[config.mk]
export PLATFORM = sky130hd
export DESIGN_NAME = date_add_days_top
export DESIGN_NICKNAME = d
export VERILOG_FILES = /design/src/dad_pkg.sv /design/src/dad_ctrl.sv /design/src/dad_datapath.sv /design/src/date_add_days_top.sv
export SDC_FILE = /design/constraint.sdc
export NUM_CORES = 1
export LEC_CHECK = 0
export BUFFER_PORTS_ARGS = -buffer_cell sky130_fd_sc_hd__buf_2
export CORE_MARGIN = 3
export CORE_UTILIZATION = 55
export DETAILED_ROUTE_END_ITERATION = 7
export GPL_TIMING_DRIVEN = 0
export PLACE_DENSITY = 0.74
export SKIP_LAST_GASP = 1
export SYNTH_ARGS = -nofsm -noshare
export SYNTH_HDL_FRONTEND = slang
export SYNTH_SLANG_ARGS = --single-unit
[constraint.sdc]
create_clock -name clk -period 8.25 [get_ports clk]
set_input_delay 1.2375 -clock clk [delete_from_list [all_inputs] [get_ports clk]]
set_output_delay 1.2375 -clock clk [all_outputs]
set_load 0.02 [all_outputs]
[src/dad_pkg.sv]
// ----------------------------------------------------------------------------
// dad_pkg
// Shared widths, calendar constants, month length lookup and the
// control/status bundles between the date adder controller and datapath.
// ----------------------------------------------------------------------------
package dad_pkg;

  // field widths
  localparam int DAY_W     = 5;
  localparam int MONTH_W   = 4;
  localparam int YEAR_W    = 14;
  localparam int DAYS_IN_W = 16;

  // stream widths
  localparam int S_DATA_W = 40;
  localparam int M_DATA_W = 24;

  // parameter defaults
  localparam int DEF_DAYS_WIDTH = 16;
  localparam int DEF_MAX_YEAR   = 9999;

  // calendar codes
  localparam logic [MONTH_W-1:0] JANUARY  = 4'd1;
  localparam logic [MONTH_W-1:0] FEBRUARY = 4'd2;
  localparam logic [MONTH_W-1:0] DECEMBER = 4'd12;
  localparam logic [DAY_W-1:0]   FIRST_DAY = 5'd1;
  localparam logic [DAY_W-1:0]   LAST_DAY_DEC = 5'd31;

  // year split into year mod 100 and the low bits of the century
  localparam int YMOD_W = 7;
  localparam int Q_W    = 8;
  localparam logic [YMOD_W-1:0] YMOD_LAST = 7'd99;
  // floor(y / 100) == (y * RECIP_100) >> RECIP_SHIFT for y below 2**YEAR_W
  localparam logic [12:0] RECIP_100   = 13'd5243;
  localparam int          RECIP_SHIFT = 19;
  localparam logic [6:0]  HUNDRED     = 7'd100;

  // length of a month, leap selects the long february
  function automatic logic [DAY_W-1:0] month_days(input logic [MONTH_W-1:0] m,
                                                  input logic leap);
    logic [DAY_W-1:0] len;
    unique case (m)
      4'd2:                    len = leap ? 5'd29 : 5'd28;
      4'd4, 4'd6, 4'd9, 4'd11: len = 5'd30;
      default:                 len = 5'd31;
    endcase
    return len;
  endfunction

  // controller to datapath
  typedef struct packed {
    logic load;      // capture the input word
    logic init;      // split the year into century and year mod 100
    logic step;      // one walking step
    logic out_load;  // move the date into the output register
  } dad_cmd_t;

  // datapath to controller
  typedef struct packed {
    logic done;      // no days left or the year saturated
  } dad_status_t;

endpackage

[src/dad_ctrl.sv]
// ----------------------------------------------------------------------------
// dad_ctrl
// Sequencer for the date adder: accepts a word, runs the walk until the
// datapath reports done, then hands the date to the output register.
// ----------------------------------------------------------------------------
module dad_ctrl
  import dad_pkg::*;
(
  input  logic        clk,
  input  logic        rst,
  input  logic        s_tvalid,
  output logic        s_tready,
  output logic        m_tvalid,
  input  logic        m_tready,
  input  dad_status_t status,
  output dad_cmd_t    cmd
);

  localparam logic [1:0] ST_IDLE   = 2'd0;
  localparam logic [1:0] ST_INIT   = 2'd1;
  localparam logic [1:0] ST_RUN    = 2'd2;
  localparam logic [1:0] ST_FINISH = 2'd3;

  logic [1:0] state;
  logic [1:0] state_next;
  logic       out_free;

  assign s_tready = (state == ST_IDLE);
  assign out_free = !m_tvalid || m_tready;

  // next state and commands
  always_comb begin
    state_next   = state;
    cmd          = '0;
    cmd.load     = s_tvalid && (state == ST_IDLE);
    unique case (state)
      ST_IDLE: begin
        if (s_tvalid) state_next = ST_INIT;
      end
      ST_INIT: begin
        cmd.init   = 1'b1;
        state_next = ST_RUN;
      end
      ST_RUN: begin
        if (status.done) state_next = ST_FINISH;
        else cmd.step = 1'b1;
      end
      ST_FINISH: begin
        if (out_free) begin
          cmd.out_load = 1'b1;
          state_next   = ST_IDLE;
        end
      end
      default: state_next = ST_IDLE;
    endcase
  end

  // state register
  always_ff @(posedge clk) begin
    if (rst) state <= ST_IDLE;
    else state <= state_next;
  end

  // output word valid
  always_ff @(posedge clk) begin
    if (rst) m_tvalid <= 1'b0;
    else if (cmd.out_load) m_tvalid <= 1'b1;
    else if (m_tready) m_tvalid <= 1'b0;
  end

endmodule

[src/dad_datapath.sv]
// ----------------------------------------------------------------------------
// dad_datapath
// Date registers and the walking step: each step either jumps the day
// within the current month or rolls into the next month.
// ----------------------------------------------------------------------------
module dad_datapath
  import dad_pkg::*;
#(
  parameter int DAYS_WIDTH = DEF_DAYS_WIDTH,
  parameter int MAX_YEAR   = DEF_MAX_YEAR
) (
  input  logic                 clk,
  input  logic                 rst,
  input  dad_cmd_t             cmd,
  input  logic [DAY_W-1:0]     start_day,
  input  logic [MONTH_W-1:0]   start_month,
  input  logic [YEAR_W-1:0]    start_year,
  input  logic [DAYS_IN_W-1:0] days_to_add,
  output dad_status_t          status,
  output logic [DAY_W-1:0]     result_day,
  output logic [MONTH_W-1:0]   result_month,
  output logic [YEAR_W-1:0]    result_year,
  output logic                 year_overflow
);

  // counter width also covers the 5-bit room value
  localparam int CW = (DAYS_WIDTH > DAY_W) ? DAYS_WIDTH : DAY_W;
  localparam logic [31:0] MAX_Y = MAX_YEAR;

  logic [DAY_W-1:0]   day;
  logic [MONTH_W-1:0] month;
  logic [YEAR_W-1:0]  year;
  logic [YMOD_W-1:0]  ymod;
  logic [1:0]         cent;
  logic [Q_W-1:0]     q;
  logic [CW-1:0]      n;
  logic               ovf;
  logic               halt;

  logic [CW-1:0]      n_load;
  logic [MONTH_W-1:0] m_clamp;
  logic [YEAR_W-1:0]  y_clamp;
  logic               y_big;
  logic [26:0]        y_prod;
  logic [14:0]        q_times;
  logic [14:0]        y_rem;
  logic               leap;
  logic [DAY_W-1:0]   len;
  logic [DAY_W-1:0]   room;
  logic [CW-1:0]      room_ext;
  logic               at_max;

  // only the low DAYS_WIDTH bits of the count take part
  always_comb begin
    n_load = '0;
    for (int i = 0; i < CW; i++) begin
      if (i < DAYS_WIDTH && i < DAYS_IN_W) n_load[i] = days_to_add[i];
    end
  end

  // clamp month and year of the incoming word
  assign y_big   = {{(32-YEAR_W){1'b0}}, start_year} > MAX_Y;
  assign y_clamp = y_big ? MAX_Y[YEAR_W-1:0] : start_year;
  always_comb begin
    if (start_month == '0) m_clamp = JANUARY;
    else if (start_month > DECEMBER) m_clamp = DECEMBER;
    else m_clamp = start_month;
  end

  // century by reciprocal multiply, remainder in the following cycle
  assign y_prod  = {13'd0, y_clamp} * {14'd0, RECIP_100};
  assign q_times = {7'd0, q} * {8'd0, HUNDRED};
  assign y_rem   = {1'b0, year} - q_times;

  // leap rule: year mod 100 zero means century divisible by four
  assign leap     = (ymod == '0) ? (cent == 2'd0) : (year[1:0] == 2'd0);
  assign len      = month_days(month, leap);
  assign room     = len - day;
  assign room_ext = {{(CW-DAY_W){1'b0}}, room};
  assign at_max   = {{(32-YEAR_W){1'b0}}, year} >= MAX_Y;

  assign status.done = (n == '0) || halt;

  // walk state
  always_ff @(posedge clk) begin
    if (rst) begin
      halt <= 1'b0;
    end else if (cmd.load) begin
      halt <= 1'b0;
    end else if (cmd.step && day >= len && month == DECEMBER && at_max) begin
      halt <= 1'b1;
    end
  end

  // date registers
  always_ff @(posedge clk) begin
    if (cmd.load) begin
      day   <= start_day;
      month <= m_clamp;
      year  <= y_clamp;
      ovf   <= y_big;
      n     <= n_load;
      q     <= y_prod[RECIP_SHIFT +: Q_W];
    end else if (cmd.init) begin
      ymod <= y_rem[YMOD_W-1:0];
      cent <= q[1:0];
    end else if (cmd.step) begin
      if (day >= len) begin
        // roll into the next month, or saturate on 31 December of the maximum year
        n   <= n - 1'b1;
        day <= FIRST_DAY;
        if (month == DECEMBER) begin
          if (at_max) begin
            ovf   <= 1'b1;
            day   <= LAST_DAY_DEC;
            year  <= MAX_Y[YEAR_W-1:0];
          end else begin
            year  <= year + 1'b1;
            month <= JANUARY;
            if (ymod == YMOD_LAST) begin
              ymod <= '0;
              cent <= cent + 1'b1;
            end else begin
              ymod <= ymod + 1'b1;
            end
          end
        end else begin
          month <= month + 1'b1;
        end
      end else if (n <= room_ext) begin
        // finish inside this month
        day <= day + n[DAY_W-1:0];
        n   <= '0;
      end else begin
        // jump to the last day of this month
        day <= len;
        n   <= n - room_ext;
      end
    end
  end

  // output register
  always_ff @(posedge clk) begin
    if (cmd.out_load) begin
      result_day    <= day;
      result_month  <= month;
      result_year   <= year;
      year_overflow <= ovf;
    end
  end

endmodule

[src/date_add_days_top.sv]
// Sequence: the word is loaded, the year is split, then the walking steps run,
//   at most two per month crossed plus one, before the result is registered.
// Throughput: one word at a time; the next word is taken once the result is
//   in the output register.
// Reset: synchronous, active high; clears the sequencer and output valid.
// ----------------------------------------------------------------------------
// date_add_days_top
// Gregorian date adder: start date plus a day count, with year saturation.
// ----------------------------------------------------------------------------
module date_add_days_top
  import dad_pkg::*;
#(
  parameter int DAYS_WIDTH = DEF_DAYS_WIDTH,
  parameter int MAX_YEAR   = DEF_MAX_YEAR
) (
  input  logic                clk,
  input  logic                rst,
  input  logic                s_tvalid,
  output logic                s_tready,
  // start_day[4:0], start_month[8:5], start_year[22:9], days_to_add[38:23]
  input  logic [S_DATA_W-1:0] s_tdata,
  output logic                m_tvalid,
  input  logic                m_tready,
  // result_day[4:0], result_month[8:5], result_year[22:9]
  output logic [M_DATA_W-1:0] m_tdata,
  // year_overflow[0]
  output logic [0:0]          m_tuser
);

  dad_cmd_t           cmd;
  dad_status_t        status;
  logic [DAY_W-1:0]   result_day;
  logic [MONTH_W-1:0] result_month;
  logic [YEAR_W-1:0]  result_year;
  logic               year_overflow;

  // sequencer
  dad_ctrl u_ctrl (
    .clk      (clk),
    .rst      (rst),
    .s_tvalid (s_tvalid),
    .s_tready (s_tready),
    .m_tvalid (m_tvalid),
    .m_tready (m_tready),
    .status   (status),
    .cmd      (cmd)
  );

  // date datapath
  dad_datapath #(
    .DAYS_WIDTH (DAYS_WIDTH),
    .MAX_YEAR   (MAX_YEAR)
  ) u_datapath (
    .clk           (clk),
    .rst           (rst),
    .cmd           (cmd),
    .start_day     (s_tdata[4:0]),
    .start_month   (s_tdata[8:5]),
    .start_year    (s_tdata[22:9]),
    .days_to_add   (s_tdata[38:23]),
    .status        (status),
    .result_day    (result_day),
    .result_month  (result_month),
    .result_year   (result_year),
    .year_overflow (year_overflow)
  );

  // pack result word
  assign m_tdata = {1'b0, result_year, result_month, result_day};
  assign m_tuser = year_overflow;

endmodule

== Word-level counts from Yosys, hierarchy flattened ==
Index checks and enable logic that the tools add are counted.

* $lt $le $gt $ge: 5
* $mul: 2
* Bitwise operators: 1
* Reduce and logical (&&, ||, !) cells: 31
* Multiplexer cells: 59
* Eq/ne operators: 16
* Add/sub/neg operators: 9

{| class="wikitable"
|+ Operators with widths
! kind !! number
|-
| 14-bit two-way mux || 7
|-
| 16-bit two-way mux || 5
|-
| 7-bit two-way mux || 6
|-
| 5-bit two-way mux || 7
|-
| 4-bit two-way mux || 8
|-
| 14-bit by 13-bit multiplier with 27-bit output, second input constant || 1
|-
| 2-bit two-way mux || 9
|-
| 2-bit nonzero test || 9
|-
| 16-bit by 5-bit <= comparator with 1-bit output || 1
|-
| 16-bit zero test || 1
|-
| 16-bit by 1-bit subtractor with 16-bit output, second input constant || 1
|-
| 16-bit by 5-bit subtractor with 16-bit output || 1
|-
| 1-bit two-way mux || 15
|-
| 14-bit by 1-bit adder with 14-bit output, second input constant || 1
|-
| 14-bit >= comparator, second input constant || 1
|-
| 14-bit > comparator, second input constant || 1
|-
| 4-bit equality test, second input constant || 3
|-
| 5-bit case mux with 2 select lines || 1
|-
| 5-bit AND reduction || 2
|-
| 4-bit by 3-bit equality test with 1-bit output, second input constant || 2
|-
| 8-bit by 5-bit multiplier with 5-bit output, second input constant || 1
|-
| 2-bit case mux with 4 select lines || 1
|-
| 4-bit AND reduction || 2
|-
| 7-bit by 1-bit adder with 7-bit output, second input constant || 1
|-
| other kinds (26) || 36
|}

* Bits of input ports: 44
* Word-level logic and storage cells: 138
* Output and inout port bits: 27
* Flip-flop bits (word level): 85

== Depth between registers and ports, before layout ==
* Depth in word-level cells: 11
* Depth in mapped cells: 25
* Gate-level depth less buffers: 23

== Modules after synthesis ==
A second synthesis with hierarchy kept.

* Cell total of the unflattened synthesis: 891
* Area total of the unflattened synthesis: 8521.9 sq um

{| class="wikitable"
|+ By module, submodules not included
! module !! cells an instance !! instances !! area an instance (sq um)
|-
| dad_datapath || 864 || 1 || 8281.7
|-
| dad_ctrl || 25 || 1 || 229.0
|-
| date_add_days_top || 2 || 1 || 11.3
|}

== Least setup slack after synthesis ==
No wires, ideal clock.

* Path kind: input-to-reg
* Start point: in s_tdata[17]
* End point: reg u_datapath.q[4], data pin
* Cell stages on the path: 25
* Required time: 7.990 ns
* Library setup time: 0.260 ns
* Data arrival time: 6.110 ns
* Path slack: 1.880 ns
* Cell sequence: clkbuf_1 -> nand3_1 -> nor2_1 -> nor3_1 -> nor2_1 -> buf_2 -> nor2_1 -> ha_1 -> a21oi_1 -> nand2_1 -> ha_1 -> inv_1 -> fa_1 -> inv_1 -> fa_1 -> inv_1 -> fa_1 -> inv_1 -> ha_1 -> a21o_1 -> a31o_2 -> a221oi_1 -> o21ai_0 -> a21oi_1 -> xnor2_1

* Word-level cells in the longest chain between the ends: 3

{| class="wikitable"
|+ Ends and longest elaborated chain
! item !! RTL line !! RTL
|-
| start: declaration || date_add_days_top.sv:21 || <nowiki>input logic [S_DATA_W-1:0] s_tdata,</nowiki>
|-
| 14-bit > comparator || dad_datapath.sv:62 || <nowiki>assign y_big = {{(32-YEAR_W){1'b0}}, start_year} > MAX_Y;</nowiki>
|-
| 14-bit two-way mux (*) || dad_datapath.sv:63 || <nowiki>assign y_clamp = y_big ? MAX_Y[YEAR_W-1:0] : start_year;</nowiki>
|-
| 14-bit by 13-bit multiplier with 27-bit output (*) || dad_datapath.sv:71 || <nowiki>assign y_prod = {13'd0, y_clamp} * {14'd0, RECIP_100};</nowiki>
|-
| net u_datapath.y_prod[23] || dad_datapath.sv:44 || <nowiki>logic [26:0] y_prod;</nowiki>
|-
| end signal: assignment || dad_datapath.sv:103 || <nowiki>q <= y_prod[RECIP_SHIFT +: Q_W];</nowiki>
|-
| end: declaration || dad_datapath.sv:35 || <nowiki>logic [Q_W-1:0] q;</nowiki>
|}

The timed path passes the listed nets; every way through them passes the cells marked *.
A chain may end at the register's enable or synchronous reset.

== Final worst setup path ==
* Start point: in s_tdata[14]
* End point: reg u_datapath.q[4], data pin

The elaborated chain is that of the path after synthesis.

==> out/qor.csv <==
metric,value,unit
status,finished clean,
Clock Pin Slew Worst Setup and Hold Paths,0.06,ns
largest family of logic cells by synthesized area,adder cells,
overall power,3.544,mW
DP HPWL,16.52,mm
Tmin final,7.028,ns
worst-margin pin slew,1.010,ns
Vias/cell,5.638,
Int Pwr,1.873,mW
share of the synthesized area in the top cell type,0.2709,
post-synthesis register bit count,82,
xor and xnor area share after synthesis,0.07495,
Final nets,1204,
Critical Path Source,s_tdata[14],
Post-synth EDFFs,78,
Iter 0 DRT Violations,616,
core area,15310,um2
Syn. warnings,0,
Compound-Gate Fraction of Synth Area,0.1262,
share of cells above drive strength 1,0.1102,
area delta synth->final,10.36,%
r2r startpoint,u_datapath.ymod[3]$_DFFE_PP_,
Critical Path End Type,flip-flop,
Post-Synthesis Cells,919,
clock root cell,clkbuf_16,
Yosys top cell by area,edfxtp_1,
GRT Total Usage,0.2379,
DR pass1 iterations,7,
htree depth,3,
DR DRC count,0,
combinational power share,0.653,
max-slew violations,0,
Synth Cell Area,8647,um2
DR vias,6816,
Worst Setup Start Kind,input port,
Netlist cell types,72,
CTS resizes,0,
antenna violations before repair,0,
Synth Area in Adders,0.2862,
Worst slew margin,0.3194,
height of the die,131.4,um
CTS tree,yes,
Finished Cell Area,9543,um2
worst clock skew,0.01015,ns
critical path type,in2reg,
period utilization,0.8519,
PwrDens,371.3,nW/um2
WP data required,8.34,ns
syn avg cell area,9.409,um2
CP Capture Point,u_datapath.q[4]$_DFFE_PP_,
flop-to-flop setup slack,3.75,ns
Clock power frac,0.111,
Critical Path AT,7.12,ns
Die X,131.4,um
Post-DP Area,9250,um2
DR WL/cell,16.76,um
final WL,20.27,mm
RePlAce Congestion,0.9292,
switching share of power,0.4714,
LEAKAGE,4.313,nW
Inserted Clock Buffers,9,
Net Switching,1.671,mW
top_reg_cell synth,edfxtp_1,
Clock Latency Late Sink,0.34,ns
proportion of synthesized area in mux cells,0.009839,
Worst Reg-to-Reg Cells,14,
max-cap violations,0,
Flop pwr share,0.236,
largest net degree at the start of global routing,17,
clock buffer depth,2,
achievable frequency,142.3,MHz
unrepaired setup endpoints after global routing,no,
final hold vios,0,
hold depth,0,
Hold Buf Count CTS,0,
maximum VDD drop,0.2355,mV
first-pass GRT wire length,33.05,mm
die area,17260,um2
clock sink total,82,
num rows,45,
dominant cells by area after synthesis,"edfxtp_1, ha_1, fa_1, inv_1, xnor2_1",
Reg-to-Reg End,u_datapath.day[2]$_DFFE_PP_,
number of setup buffers added after CTS,0,
io pins,71,
vias in the first global route,6464,
Initial Util,0.5646,
PortBufs,60,
Routed Antenna Nets,0,
post-synthesis sequential area ratio,0.2801,
total congestion overflow,0,
"Max FO, Critical Path",10,
antenna cells,0,
post-synthesis simple-gate area fraction,0.1451,
setup_tns,0,ns
ys async rst share,0,
Hold Path Class,reg2reg,
Final setup viols,0,
-- worst max-delay path: stages --
cell and delay (ns):
clkbuf_1 0.23, nor4_1 0.33, nor2_1 0.15, o31ai_4 0.39
buf_2 0.31, buf_2 0.31, and2_1 0.18, ha_1 0.16
inv_1 0.07, fa_1 0.57, inv_1 0.07, fa_1 0.47
ha_1 0.32, inv_1 0.06, fa_1 0.54, inv_1 0.05
ha_1 0.34, a21oi_1 0.15, o21ai_0 0.18, a221oi_1 0.42
o21ai_0 0.24, a21oi_1 0.23, xnor2_1 0.08
-- cells in the mapped netlist (all sizes together), types with 5 or more instances --
cell type  number
a22oi           7
inv           138
nor2b           7
nand3          28
nor4            8
and3            6
xnor2          51
o21ai          38
a221oi          5
nor2           93
and2            7
edfxtp         78
o22ai           8
clkbuf         18
nand4           8
xor2           23
nand2          60
nor3           15
a21oi          35
ha            113
a21o           16
buf            14
fa             53
nand2b         12
a31oi          10
a211oi          7
-- layout by cell type, fill, tap and decap left out, types with 13 or more instances in the layout --
cell / synthesis / layout
a21o_1: 16 / 16
a21oi_1: 34 / 34
buf_2: 8 / 68
clkbuf_1: 18 / 19
edfxtp_1: 78 / 78
fa_1: 53 / 53
ha_1: 113 / 113
inv_1: 137 / 137
nand2_1: 59 / 59
nand3_1: 28 / 28
nor2_1: 92 / 91
nor3_1: 13 / 13
o21ai_0: 36 / 36
xnor2_1: 51 / 51
xor2_1: 23 / 23
-- flip-flops by register name, summed over array words and instances, names as in the netlist --
name / flops
u_ctrl.state: 2
u_datapath.ovf: 1
u_datapath.result_year: 14
u_datapath.cent: 2
u_datapath.ymod: 7
u_ctrl.m_tvalid: 1
u_datapath.day: 5
u_datapath.n: 16
u_datapath.result_day: 5
u_datapath.month: 4
u_datapath.year: 14
u_datapath.year_overflow: 1
u_datapath.q: 5
u_datapath.result_month: 4
u_datapath.halt: 1
-- through the flow --
step                      utilization  cells  setup slack, ns  hold WS (ns)
after global routing           0.6231   1209           0.8307        0.4392
after global placement         0.6017   1191           0.9166        0.4218
after CTS                      0.6226   1208            1.222        0.4285
after floorplan                     -    920            1.880        0.4003
final                          0.6231   1209            1.222        0.4265
after detailed placement       0.6040   1193           0.8747        0.4147
-- layer usage --
metal	wire, um	track usage	vias to the layer above
li1	-	-	3302
met1	9274	0.3454	3245
met2	9344	0.3759	240
met3	1288	0.03484	29
met4	359	0.06301	0
met5	0	0	-
-- worst min path at each step --
stage	start	to	slack, ns
after floorplan	u_datapath.ovf$_SDFFCE_PN1P_	u_datapath.year_overflow$_DFFE_PP_	0.40
after global placement	u_datapath.ovf$_SDFFCE_PN1P_	u_datapath.year_overflow$_DFFE_PP_	0.42
after detailed placement	u_datapath.ovf$_SDFFCE_PN1P_	u_datapath.year_overflow$_DFFE_PP_	0.41
after CTS	u_datapath.ovf$_SDFFCE_PN1P_	u_datapath.year_overflow$_DFFE_PP_	0.43
after global routing	u_datapath.ovf$_SDFFCE_PN1P_	u_datapath.year_overflow$_DFFE_PP_	0.44
final	u_datapath.ovf$_SDFFCE_PN1P_	u_datapath.year_overflow$_DFFE_PP_	0.43
-- cell type report --
| type | instances | area (um2) |
|---|---|---|
| inverters | 138 | 518.0 |
| multi-input cells | 668 | 5567 |
| well taps | 211 | 264.0 |
| flip-flops and latches | 82 | 2422 |
| clock inverters | 5 | 56.30 |
| plain buffers | 32 | 148.9 |
| clock buffers | 10 | 229.0 |
| fillers | 1334 | 5772 |
| repair buffers | 63 | 337.8 |
-- power by group through the flow --
stage          clock network, mW  logic [mW]  registers [mW]
5_1_grt                    0.412        2.62           0.854
4_1_cts                    0.396        2.31           0.834
3_5_place_dp                   0        2.29           0.843
2_1_floorplan                  0        1.75           0.814
3_3_place_gp                   0        2.22           0.843
6_report                   0.393        2.31           0.837
-- logic make-up after synthesis --
family	count (synthesis)
xor gates and xnor gates	74
DFF	82
and+or+nand+nor	257
AOI/OAI and AO/OA	161
adders and majority gates	166
muxes	8
buffers and inverters	170
other	1
(Power assumes the default switching activity.)
